`src/hdl/assert_macros.svh`:
```
// Assertion helpers; every user has clk and rst_n in scope.
`ifndef ASSERT_MACROS_SVH
`define ASSERT_MACROS_SVH

// Same-cycle implication
`define TSI_ASSERT_IMP(lbl, ante, cons) \
  lbl: assert property (@(posedge clk) disable iff (!rst_n) (ante) |-> (cons)) \
    else $error("tsi assertion failed");

// Next-cycle implication
`define TSI_ASSERT_NXT(lbl, ante, cons) \
  lbl: assert property (@(posedge clk) disable iff (!rst_n) (ante) |=> (cons)) \
    else $error("tsi assertion failed");

`endif

```
`src/hdl/tsi_pkg.sv`:
```
package tsi_pkg;

  localparam int FRAC_BITS = 16;

  localparam logic [1:0] OP_LOAD   = 2'd0;
  localparam logic [1:0] OP_SETUP  = 2'd1;
  localparam logic [1:0] OP_TOP    = 2'd2;
  localparam logic [1:0] OP_BOTTOM = 2'd3;

  localparam logic [1:0] ATTR_X = 2'd0;
  localparam logic [1:0] ATTR_U = 2'd1;
  localparam logic [1:0] ATTR_V = 2'd2;
  localparam logic [1:0] ATTR_W = 2'd3;

  typedef struct packed {
    logic [1:0]         opcode;
    logic [1:0]         vertex_index;
    logic signed [31:0] coord_x;
    logic signed [31:0] coord_y;
    logic signed [31:0] tex_u;
    logic signed [31:0] tex_v;
    logic signed [31:0] tex_w;
    logic               is_textured;
    logic signed [31:0] offset_from_top;
    logic signed [31:0] offset_from_middle;
  } in_t;

  typedef struct packed {
    logic signed [31:0] span_left_x;
    logic signed [31:0] span_right_x;
    logic signed [31:0] left_u;
    logic signed [31:0] left_v;
    logic signed [31:0] left_w;
    logic signed [31:0] right_u;
    logic signed [31:0] right_v;
    logic signed [31:0] right_w;
  } out_t;

  // multiply-add request and result
  typedef struct packed {
    logic               valid;
    logic [2:0]         idx;
    logic signed [31:0] base;
    logic signed [31:0] off;
    logic signed [31:0] step;
  } mac_req_t;

  typedef struct packed {
    logic               valid;
    logic [2:0]         idx;
    logic signed [31:0] value;
  } mac_res_t;

endpackage

```
`src/hdl/tsi_div.sv`:
```
`include "assert_macros.svh"

module tsi_div (
  input  logic               clk,
  input  logic               rst_n,
  input  logic               start,
  input  logic signed [32:0] diff,
  input  logic signed [32:0] dy,
  output logic               done,
  output logic signed [31:0] quot
);
  import tsi_pkg::*;

  localparam int NW = 33 + FRAC_BITS;
  localparam int CW = $clog2(NW + 1);

  logic [NW-1:0] quo_r;
  logic [32:0]   den_r;
  logic [32:0]   rem_r;
  logic          neg_r;
  logic          busy_r;
  logic [CW-1:0] cnt_r;
  logic          done_r;
  logic signed [31:0] quot_r;

  logic [32:0] mag_n, mag_d;
  logic [33:0] trial;
  logic        ge;
  logic [NW-1:0] quo_nxt;
  logic [32:0]   rem_nxt;
  logic signed [31:0] sat;

  always_comb begin
    mag_n   = diff[32] ? -diff : diff;
    mag_d   = dy[32] ? -dy : dy;
    trial   = {rem_r, quo_r[NW-1]};
    ge      = trial >= {1'b0, den_r};
    rem_nxt = ge ? 33'(trial - {1'b0, den_r}) : trial[32:0];
    quo_nxt = {quo_r[NW-2:0], ge};
    if (neg_r) begin
      if ((|quo_nxt[NW-1:32]) || (quo_nxt[31] && (|quo_nxt[30:0]))) begin
        sat = 32'sh8000_0000;
      end else begin
        sat = -$signed(quo_nxt[31:0]);
      end
    end else begin
      sat = (|quo_nxt[NW-1:31]) ? 32'sh7fff_ffff : $signed(quo_nxt[31:0]);
    end
  end

  always_ff @(posedge clk) begin
    if (!rst_n) begin
      busy_r <= 1'b0;
      done_r <= 1'b0;
      cnt_r  <= '0;
    end else begin
      done_r <= 1'b0;
      if (start) begin
        quo_r  <= {mag_n, {FRAC_BITS{1'b0}}};
        den_r  <= mag_d;
        rem_r  <= '0;
        neg_r  <= diff[32] ^ dy[32];
        cnt_r  <= CW'(NW - 1);
        busy_r <= 1'b1;
      end else if (busy_r) begin
        quo_r <= quo_nxt;
        rem_r <= rem_nxt;
        cnt_r <= cnt_r - 1'b1;
        if (cnt_r == '0) begin
          busy_r <= 1'b0;
          done_r <= 1'b1;
          quot_r <= sat;
        end
      end
    end
  end

  assign done = done_r;
  assign quot = quot_r;

  `TSI_ASSERT_IMP(a_no_restart, start, !busy_r)
  `TSI_ASSERT_IMP(a_done_idle, done_r, !busy_r)
  `TSI_ASSERT_NXT(a_done_pulse, done_r, !done_r)

endmodule

```
`config.mk`:
```
export PLATFORM = sky130hd
export DESIGN_NAME = tsi_div
export DESIGN_NICKNAME = d
export VERILOG_FILES = /design/src/hdl/tsi_pkg.sv /design/src/hdl/tsi_div.sv
export VERILOG_INCLUDE_DIRS = /design/src /design/src/hdl
export SDC_FILE = /design/constraint.sdc
export NUM_CORES = 1
export LEC_CHECK = 0
export BUFFER_PORTS_ARGS = -buffer_cell sky130_fd_sc_hd__buf_2
export CORE_MARGIN = 1.5
export CORE_UTILIZATION = 50
export DETAILED_ROUTE_END_ITERATION = 12
export HOLD_SLACK_MARGIN = 0.1
export PLACE_DENSITY = 0.69
export SYNTH_ARGS = -nofsm -noshare
export SYNTH_HDL_FRONTEND = slang
export SYNTH_SLANG_ARGS = --single-unit
```
`constraint.sdc`:
```
create_clock -name clk -period 6.3 [get_ports clk]
set_input_delay 0.63 -clock clk [delete_from_list [all_inputs] [get_ports clk]]
set_output_delay 0.63 -clock clk [all_outputs]
set_load 0.01 [all_outputs]
```
==> flow_summary.toml <==
[sta]
timing.max_slew.rel_slack = 0.325
finalHoldViolations = 0
fmax_mhz = 198
setup_viol = 0
slew_violations = 0
fin_crit_ns = 5.04
fin_crit_sh = 0.800
rsz0062_at_grt = "no"
finClkSkew_ns = 0.0147
tns_ns = 0
worst_slack_ns = 1.26
tightest_slew_ns = 1.01

[critical_path]
cp_top_family = "simple AND/OR/NAND/NOR gates"
critPathMaxFanout = 6
required_ns = 6.59
crit_type = "reg2reg"
r2r_setup_slack_ns = 1.26
timing.rr.end = "quot[16]"
slowest_delay_ns = 0.44
cp-end-kind = "flop"
crit_top_cell = "nand2_1"
start_kind = "flop"
slowest_stage = "nor3b_1"
r2r-start = "rem_r[7]"
r2r_cells = 19
critPathBufInv = 1
path_cells = "ha_1, a21oi_1, a21oi_1, o21ai_0, nand4_1, nand2_1, o2111a_1, nor2_4, inv_1, ha_1, nor3b_1, nand3_1, or2_2, or3_1, nor3_1, nand2_1, o311ai_0, o21ai_0, nand2_1"
arrival_ns = 5.33

[final_layout]
postLayoutCoreUtil = 0.580
finalNonFillerCells = 1404
drive_above_1_share = 0.141
finalNetCount = 1234
antenna_cells = 0
syn_to_final_growth_pct = 13.2
fillers = 1761

[job]
cap_violations = 0

[placement]
dp.cells = 1372
hpwl_um = 16200
gp_congestion = 0.913
dpl_worst_slack_ns = 1.40
numPortBuffers = 101

[logic_synthesis]
synthXorXnorAreaFrac = 0.0788
synthArstFlopShare = 0
synth_top_family_by_area = "simple AND/OR/NAND/NOR gates"
synth_area_leaders = "edfxtp_1, ha_1, nand2_1, a21oi_1, xnor2_1"
synthAdderAreaFrac = 0.0495
avgSynthCellArea_sq_um = 9.59
yosys.area.top_type = "edfxtp_1"
synth_most_common_cell = "edfxtp_1"
netlist_area_sq_um = 10000
yosysUniqueCellTypes = 65
ys_warn_count = 0
synth_compound_gate_area_share = 0.180
ys_seq_area_frac = 0.460
synth.area.mux_share = 0.00638
synthCells = 1043
synthSimpleGateAreaFrac = 0.186
synth_ff_type = "edfxtp_1"
synth.top_cell.area_share = 0.444
syn-num-nets = 1151
synth-seq-cells = 156
ys_top_cells_by_count = "edfxtp_1, nand2_1, nor2_1"
synth_edf_count = 148

[route]
drtPass1Iterations = 6
routed-wl-met3_um = 1170
ant_nets = 0
top_layer = "met4"
met2RoutedLength_um = 10300
wire_per_inst_um = 16.2
wl_met1_um = 11000
routed_via_density = 5.83
finalWirelength_um = 22700
drt-initial-drc-count = 755
via_count = 8187
drc = 0

[clock_network]
root_buffer = "clkbuf_16"
clkTransAtPathRegs_ns = 0.06
cts_tree = "yes"
htreeDepth = 4
post-cts-setup-buffer-count = 0
hold_buffers = 0
cts_inserted_buffers = 17
cts.sinks = 156
clkLatencyLatePin_ns = 0.44
cts_buffer_depth = 2
cts.repair.resized = 0

[pwr]
leakagePower_uw = 0.00426
ir_drop_mv = 0.189
power.total_uw = 3020
power_density_nw_per_um2 = 266

[die]
coreArea_sq_um = 19500
dieArea_sq_um = 20900
initial_core_util = 0.512
chipWidth_um = 144
fp.dieH_um = 144
row_count = 51
pin_count = 102

[global_routing]
grt_first_pass_wirelength_um = 36600
grt_overflow = 0
antenna_found_initial = 0
grt_start_max_net_pins = 67
grt_usage = 0.224
grt_pass1_vias = 7416

[hold_path]
holdPathEnd = "den_r[0]"
holdPathStages = 1
hold_class = "in2reg"
min_from = "dy[0]"

[status]
status = "complete, no violations"
[sequential cells by signal, indices dropped and copies added, names as in the netlist]
register	cells
done	1
neg_r	1
busy_r	1
den_r	33
quo_r	49
quot	32
rem_r	33
cnt_r	6
[per-stage QoR]
step           hold WS, ns  area [sq um]
2_1_floorplan        0.469         10000
3_3_place_gp         0.484         10700
3_5_place_dp         0.495         10700
4_1_cts              0.414         11300
5_1_grt              0.417         11300
6_report             0.428         11300
[report_power, final]
part           leakage [uW]  switching, uW  internal (uW)
Combinational       0.00252            423            267
Clock              0.000284            447            592
Sequential          0.00146           49.1           1240
Total               0.00426            919           2100
[layout by cell type (no fill, tap or decap), drive strengths merged, types with 38 or more instances in the layout]
cell    Yosys  final
inv        55     61
nand2     125    125
buf        14    109
a21oi      92     92
xnor2      48     48
nor2       98     98
ha         38     38
xor2       42     42
edfxtp    148    148
o21ai      46     46
[cell families after synthesis]
| group | count (synthesis) |
|---|---|
| multiplexers | 6 |
| buffers and inverters | 101 |
| adder cells (fa/ha/maj) | 39 |
| flip-flops | 156 |
| AO/OA/AOI/OAI | 271 |
| XOR/XNOR | 90 |
| AND/OR/NAND/NOR | 380 |
[layout make-up]
class	count	area, sq um	share of cell area
clock buffer	18	429	0.0379
timing repair buffer	109	568	0.0502
multi-input combinational	786	5020	0.444
inverter	56	210	0.0186
tap	265	332	0.0293
clock inverter	14	158	0.0139
sequential	156	4600	0.407
[worst register-to-register path: stages, from the launching register on]
cell and delay (ns):
edfxtp_1 0.40, ha_1 0.36, a21oi_1 0.34, a21oi_1 0.11, o21ai_0 0.26, nand4_1 0.25
nand2_1 0.12, o2111a_1 0.33, nor2_4 0.07, inv_1 0.14, ha_1 0.20, nor3b_1 0.44
nand3_1 0.26, or2_2 0.34, or3_1 0.36, nor3_1 0.30, nand2_1 0.12, o311ai_0 0.26
o21ai_0 0.13, nand2_1 0.08
[worst max-delay path by stage]
stage / from / endpoint / slack, ns / depth (start not counted)
6_report: rem_r[7] / quot[16] / 1.26 / 19
3_3_place_gp: rem_r[7] / quot[16] / 1.52 / 19
2_1_floorplan: rem_r[18] / quot[16] / 1.64 / 21
3_5_place_dp: rem_r[7] / quot[16] / 1.40 / 19
4_1_cts: rem_r[7] / quot[16] / 1.36 / 19
5_1_grt: rem_r[7] / quot[16] / 0.86 / 19
[per-layer routing]
metal,global-route usage,vias to the layer above
met5,0,-
met4,0.0712,0
met3,0.0361,21
met2,0.341,253
met1,0.325,3873
li1,-,4040
Power figures use the tool's default switching activity.
