`src/hdl/assert_macros.svh`:
```
// Assertion helpers; every user has clk and rst_n in scope.
`ifndef ASSERT_MACROS_SVH
`define ASSERT_MACROS_SVH

// Same-cycle implication
`define TSI_ASSERT_IMP(lbl, ante, cons) \
  lbl: assert property (@(posedge clk) disable iff (!rst_n) (ante) |-> (cons)) \
    else $error("tsi assertion failed");

// Next-cycle implication
`define TSI_ASSERT_NXT(lbl, ante, cons) \
  lbl: assert property (@(posedge clk) disable iff (!rst_n) (ante) |=> (cons)) \
    else $error("tsi assertion failed");

`endif

```
`src/hdl/tsi_pkg.sv`:
```
package tsi_pkg;

  localparam int FRAC_BITS = 16;

  localparam logic [1:0] OP_LOAD   = 2'd0;
  localparam logic [1:0] OP_SETUP  = 2'd1;
  localparam logic [1:0] OP_TOP    = 2'd2;
  localparam logic [1:0] OP_BOTTOM = 2'd3;

  localparam logic [1:0] ATTR_X = 2'd0;
  localparam logic [1:0] ATTR_U = 2'd1;
  localparam logic [1:0] ATTR_V = 2'd2;
  localparam logic [1:0] ATTR_W = 2'd3;

  typedef struct packed {
    logic [1:0]         opcode;
    logic [1:0]         vertex_index;
    logic signed [31:0] coord_x;
    logic signed [31:0] coord_y;
    logic signed [31:0] tex_u;
    logic signed [31:0] tex_v;
    logic signed [31:0] tex_w;
    logic               is_textured;
    logic signed [31:0] offset_from_top;
    logic signed [31:0] offset_from_middle;
  } in_t;

  typedef struct packed {
    logic signed [31:0] span_left_x;
    logic signed [31:0] span_right_x;
    logic signed [31:0] left_u;
    logic signed [31:0] left_v;
    logic signed [31:0] left_w;
    logic signed [31:0] right_u;
    logic signed [31:0] right_v;
    logic signed [31:0] right_w;
  } out_t;

  // multiply-add request and result
  typedef struct packed {
    logic               valid;
    logic [2:0]         idx;
    logic signed [31:0] base;
    logic signed [31:0] off;
    logic signed [31:0] step;
  } mac_req_t;

  typedef struct packed {
    logic               valid;
    logic [2:0]         idx;
    logic signed [31:0] value;
  } mac_res_t;

endpackage

```
`src/hdl/tsi_mac.sv`:
```
`include "assert_macros.svh"

module tsi_mac (
  input  logic              clk,
  input  logic              rst_n,
  input  tsi_pkg::mac_req_t req,
  output tsi_pkg::mac_res_t res
);
  import tsi_pkg::*;

  localparam int SW = 65 - FRAC_BITS;

  logic signed [63:0] prod_r;
  logic signed [31:0] base_r;
  logic [2:0]         idx1_r;
  logic               v1_r;
  mac_res_t           res_r;
  logic [SW-1:0]      sum;

  always_comb begin
    sum = {{(SW-32){base_r[31]}}, base_r} + {prod_r[63], prod_r[63:FRAC_BITS]};
  end

  always_ff @(posedge clk) begin
    if (!rst_n) begin
      v1_r        <= 1'b0;
      res_r.valid <= 1'b0;
    end else begin
      v1_r        <= req.valid;
      res_r.valid <= v1_r;
    end
    prod_r    <= req.off * req.step;
    base_r    <= req.base;
    idx1_r    <= req.idx;
    res_r.idx <= idx1_r;
    if ((&sum[SW-1:31]) || !(|sum[SW-1:31])) begin
      res_r.value <= $signed(sum[31:0]);
    end else begin
      res_r.value <= sum[SW-1] ? 32'sh8000_0000 : 32'sh7fff_ffff;
    end
  end

  assign res = res_r;

  `TSI_ASSERT_NXT(a_latency, v1_r, res_r.valid)
  `TSI_ASSERT_NXT(a_stage_one, req.valid, v1_r)
  `TSI_ASSERT_NXT(a_no_spurious, !v1_r, !res_r.valid)

endmodule

```
`config.mk`:
```
export PLATFORM = sky130hd
export DESIGN_NAME = tsi_mac
export DESIGN_NICKNAME = d
export VERILOG_FILES = /design/src/hdl/tsi_pkg.sv /design/src/hdl/tsi_mac.sv
export VERILOG_INCLUDE_DIRS = /design/src /design/src/hdl
export SDC_FILE = /design/constraint.sdc
export NUM_CORES = 2
export LEC_CHECK = 0
export BUFFER_PORTS_ARGS = -buffer_cell sky130_fd_sc_hd__buf_2
export CORE_MARGIN = 2
export CORE_UTILIZATION = 40
export CTS_CLUSTER_SIZE = 30
export DETAILED_ROUTE_END_ITERATION = 6
export PLACE_DENSITY = 0.53
export SYNTH_ARGS = -nofsm -noshare
export SYNTH_HDL_FRONTEND = slang
export SYNTH_SLANG_ARGS = --single-unit
```
`constraint.sdc`:
```
create_clock -name clk -period 22.7 [get_ports clk]
set_input_delay 2.27 -clock clk [delete_from_list [all_inputs] [get_ports clk]]
set_output_delay 2.27 -clock clk [all_outputs]
set_load 0.01 [all_outputs]
```
==> impl_metrics.prom <==
# TYPE chip_impl_metric gauge
chip_impl_metric{name="finalWorstSetupSlack",unit="ns"} 12.28
chip_impl_metric{name="via_per_inst",unit=""} 5.08
chip_impl_metric{name="io_buffers",unit=""} 137
chip_impl_metric{name="die_h",unit="um"} 328
chip_impl_metric{name="crit_path_max_fanout",unit=""} 32
chip_impl_metric{name="synth_cell_types",unit=""} 87
chip_impl_metric{name="post-route-period-util",unit="%"} 45.9
chip_impl_metric{name="wl",unit="mm"} 121
chip_impl_metric{name="multi_input_comb_area",unit="mm2"} 0.0350
chip_impl_info{name="globalRoute.busiestLayer",value="met2"} 1
chip_impl_info{name="synth_top_cell_by_area",value="sky130_fd_sc_hd__fa_1"} 1
chip_impl_metric{name="post_cts_resize_count",unit=""} 0
chip_impl_info{name="post_synth_main_area_contributors",value="sky130_fd_sc_hd__fa_1 52%, sky130_fd_sc_hd__inv_1 8.6%, sky130_fd_sc_hd__and2_1 7.8%"} 1
chip_impl_info{name="worst_setup_path_endpoint",value="prod_r[59]"} 1
chip_impl_info{name="clock_tree_from_tritoncts",value="built"} 1
chip_impl_metric{name="globalRouteOverflowTotal",unit=""} 0
chip_impl_metric{name="globalRouteMet1Util",unit="%"} 32.5
chip_impl_metric{name="die_area",unit="mm2"} 0.108
chip_impl_metric{name="fin_skew",unit="ns"} 0.00844
chip_impl_metric{name="synth_largest_type_area_fraction",unit="%"} 51.6
chip_impl_info{name="criticalPathCategory",value="input port to register"} 1
chip_impl_metric{name="grt_pass1_wl",unit="mm"} 194
chip_impl_metric{name="ff2ff_path_depth",unit=""} 10
chip_impl_metric{name="firstDrtPassIters",unit=""} 5
chip_impl_info{name="grt_setup_unrepaired",value="false"} 1
chip_impl_metric{name="design.core.area",unit="mm2"} 0.104
chip_impl_info{name="min_path_type",value="register to register"} 1
chip_impl_metric{name="syn-instance-count",unit=""} 4464
chip_impl_metric{name="areaGrowthSynthToFinish",unit="%"} 5.62
chip_impl_metric{name="rows",unit=""} 118
chip_impl_metric{name="drt.antenna.violating_nets",unit=""} 0
chip_impl_metric{name="clockBufferDepth",unit=""} 2
chip_impl_metric{name="cts-htree-levels",unit=""} 4
chip_impl_metric{name="globalRouteTotalUtil",unit="%"} 23.6
chip_impl_metric{name="timing.max_cap.violations",unit=""} 0
chip_impl_metric{name="timing.final.max_slew_violations",unit=""} 0
chip_impl_metric{name="worstPathRequired",unit="ns"} 23.02
chip_impl_metric{name="vias_in_the_first_global_route",unit=""} 32600
chip_impl_info{name="synth_most_common_cell",value="sky130_fd_sc_hd__fa_1"} 1
chip_impl_metric{name="synth_enable_flop_cells",unit=""} 0
chip_impl_info{name="critical_path_start_type",value="input port"} 1
chip_impl_metric{name="place_hpwl",unit="mm"} 95.9
chip_impl_metric{name="async_s_r_ff_share_synth",unit="%"} 0
chip_impl_metric{name="dr.first_iter.drc_count",unit=""} 1735
chip_impl_metric{name="postSynthNetCount",unit=""} 5876
chip_impl_metric{name="tightestPinTransition",unit="ns"} 1.20
chip_impl_info{name="destination_of_the_worst_register_to_register_timing_path",value="res[8]"} 1
chip_impl_metric{name="setup_viol",unit=""} 0
chip_impl_metric{name="max_freq",unit="MHz"} 96.0
chip_impl_info{name="outcome",value="finished clean"} 1
chip_impl_metric{name="finalWeightedCongestion",unit=""} 0.877
chip_impl_metric{name="r2r_setup_slack",unit="ns"} 17.55
chip_impl_info{name="synth.cells.most_frequent",value="1082 x sky130_fd_sc_hd__fa_1, 960 x sky130_fd_sc_hd__inv_1, 608 x sky130_fd_sc_hd__nand2_1"} 1
chip_impl_metric{name="insertion_delay",unit="ns"} 0.44
chip_impl_metric{name="maxSlewHeadroom",unit="%"} 20.1
chip_impl_metric{name="grt_use_met2",unit="%"} 39.7
chip_impl_metric{name="boundary_pin_count",unit=""} 138
chip_impl_metric{name="remaining_drc_errors",unit=""} 0
chip_impl_metric{name="layout_min_cycle_time",unit="ns"} 10.42
chip_impl_info{name="setup.worst_path.end_class",value="register"} 1
chip_impl_metric{name="seq_area_frac_synth",unit="%"} 5.72
chip_impl_metric{name="synthesis.area",unit="mm2"} 0.0420
chip_impl_metric{name="routedWlPerCell",unit="um"} 20.8
chip_impl_metric{name="hold_bufs_inserted_after_cts",unit=""} 0
chip_impl_metric{name="grt_max_degree",unit=""} 33
chip_impl_metric{name="clock_sinks",unit=""} 120
chip_impl_metric{name="worst_slack_at_placement",unit="ns"} 11.73
chip_impl_metric{name="synthesis.yosys.warnings",unit=""} 0
chip_impl_metric{name="floorplan.initialDensity",unit="%"} 40.4
chip_impl_metric{name="gr-usage-met3",unit="%"} 3.35
chip_impl_metric{name="routed-via-count",unit=""} 29500
chip_impl_metric{name="fillCellCount",unit=""} 10300
chip_impl_metric{name="drive_gt1_share",unit="%"} 5.80
chip_impl_metric{name="sequential_cell_area",unit="mm2"} 0.00240
chip_impl_metric{name="number_of_buffers_inserted_during_clock_tree_synthesis",unit=""} 17
chip_impl_metric{name="clk_pin_slew_worst_paths",unit="ns"} 0.06
chip_impl_metric{name="worstPathArrival",unit="ns"} 10.75
chip_impl_info{name="cts.root.buffer_cell",value="sky130_fd_sc_hd__clkbuf_16"} 1
chip_impl_metric{name="die_width",unit="um"} 328
chip_impl_info{name="timing.critical_path.from",value="req[3]"} 1
chip_impl_metric{name="syn_avg_cell_area",unit="um2"} 9.40
chip_impl_metric{name="yosys_register_bits",unit=""} 120
chip_impl_metric{name="final.setup.tns",unit="ns"} 0
chip_impl_metric{name="antenna_found_initial",unit=""} 1
chip_impl_info{name="critical_path.reg2reg.startpoint",value="base_r[31]"} 1
chip_impl_metric{name="final_hold_viol_count",unit=""} 0
chip_impl_metric{name="cts_setup_buffers",unit=""} 0
chip_impl_metric{name="final_net_count",unit=""} 5829
chip_impl_info{name="primary_flip_flop_cell_chosen_by_synthesis_mapping",value="sky130_fd_sc_hd__dfxtp_1"} 1
[cells by family (layout without fill, tap and decap cells)]
group,Yosys count,count (layout),synth area share (%)
simple gates,1363,1363,16.3
fa+ha+maj,1310,1310,58.4
buf+inv,1195,1161,10.8
compound gates,386,386,6.89
flops,120,120,5.72
xor+xnor,83,83,1.73
mux,7,7,0.167
other cells,0,1,0
[final cells by class]
cell class | count | area share, %
Sequential cell | 120 | 5.42
Clock inverter | 15 | 0.454
Clock buffer | 17 | 0.960
Antenna cell | 1 | 0.00565
Multi-Input combinational cell | 3149 | 79.0
Timing Repair Buffer | 169 | 2.09
Inverter | 960 | 8.13
Tap cell | 1380 | 3.90
[how the worst min path moves through the flow]
stage               cells past startpoint       from       to  slack [ns]
floorplan                               0  idx1_r[0]  res[32]        0.31
global placement                        0  idx1_r[2]  res[34]        0.31
detailed placement                      0  idx1_r[2]  res[34]        0.31
CTS                                     0  idx1_r[2]  res[34]        0.33
global route                            0  idx1_r[0]  res[32]        0.34
finish                                  0  idx1_r[2]  res[34]        0.33
[critical path, stage by stage]
cell                       delay, ns
sky130_fd_sc_hd__buf_2          0.53
sky130_fd_sc_hd__and2_1         0.29
sky130_fd_sc_hd__fa_1           0.48
sky130_fd_sc_hd__fa_1           0.49
sky130_fd_sc_hd__fa_1           1.10
sky130_fd_sc_hd__inv_1          0.16
sky130_fd_sc_hd__fa_1           0.61
sky130_fd_sc_hd__inv_1          0.61
sky130_fd_sc_hd__fa_1           0.56
sky130_fd_sc_hd__fa_1           0.55
sky130_fd_sc_hd__inv_1          0.05
sky130_fd_sc_hd__fa_1           0.46
sky130_fd_sc_hd__fa_1           0.51
sky130_fd_sc_hd__inv_1          0.04
sky130_fd_sc_hd__ha_1           0.34
sky130_fd_sc_hd__o21a_1         0.13
sky130_fd_sc_hd__o21ai_0        0.30
sky130_fd_sc_hd__o21bai_1       0.14
sky130_fd_sc_hd__a21oi_1        0.15
sky130_fd_sc_hd__o21ai_0        0.10
sky130_fd_sc_hd__a21oi_1        0.36
sky130_fd_sc_hd__nor2_1         0.14
sky130_fd_sc_hd__a21o_1         0.21
sky130_fd_sc_hd__xor2_1         0.14
[cells in the final DEF (no fill, tap or decap), drive strengths merged, types with 24 or more instances in the layout]
master,Yosys,layout
buf,20,169
xnor2,59,59
inv,960,970
nor3,24,24
a21oi,97,97
o211ai,24,24
nand2,609,609
xor2,24,24
and2,522,522
ha,228,228
nor2,82,82
o21ai,57,57
o221ai,34,34
dfxtp,120,120
a21o,47,47
fa,1082,1082
[flip-flops by register name, summed over array words and instances, names as in the netlist]
signal / flops
res: 36
idx1_r: 3
v1_r: 1
prod_r: 48
base_r: 32
[stage by stage]
| step | instance area [um2] | hold WS, ns | cells | util [%] |
|---|---|---|---|---|
| detailed placement | 43700 | 0.314 | 5778 | 42.1 |
| global placement | 43700 | 0.311 | 5778 | 42.1 |
| finish | 44300 | 0.326 | 5811 | 42.7 |
| CTS | 44300 | 0.330 | 5810 | 42.7 |
| floorplan | 42000 | 0.310 | 4464 | - |
| global route | 44300 | 0.336 | 5810 | 42.7 |
[layer usage]
| metal | vias to the layer above | share of wire [%] | wire length (um) |
|---|---|---|---|
| met5 | - | 0 | 0 |
| met4 | 0 | 2.2 | 2620 |
| met3 | 115 | 5.0 | 6090 |
| met2 | 689 | 48 | 58200 |
| met1 | 15500 | 45 | 54100 |
| li1 | 13200 | - | - |
Power is left out: the tool's default activity adds up to more than one toggle a clock period on the data nets, which glitch-free logic cannot reach.
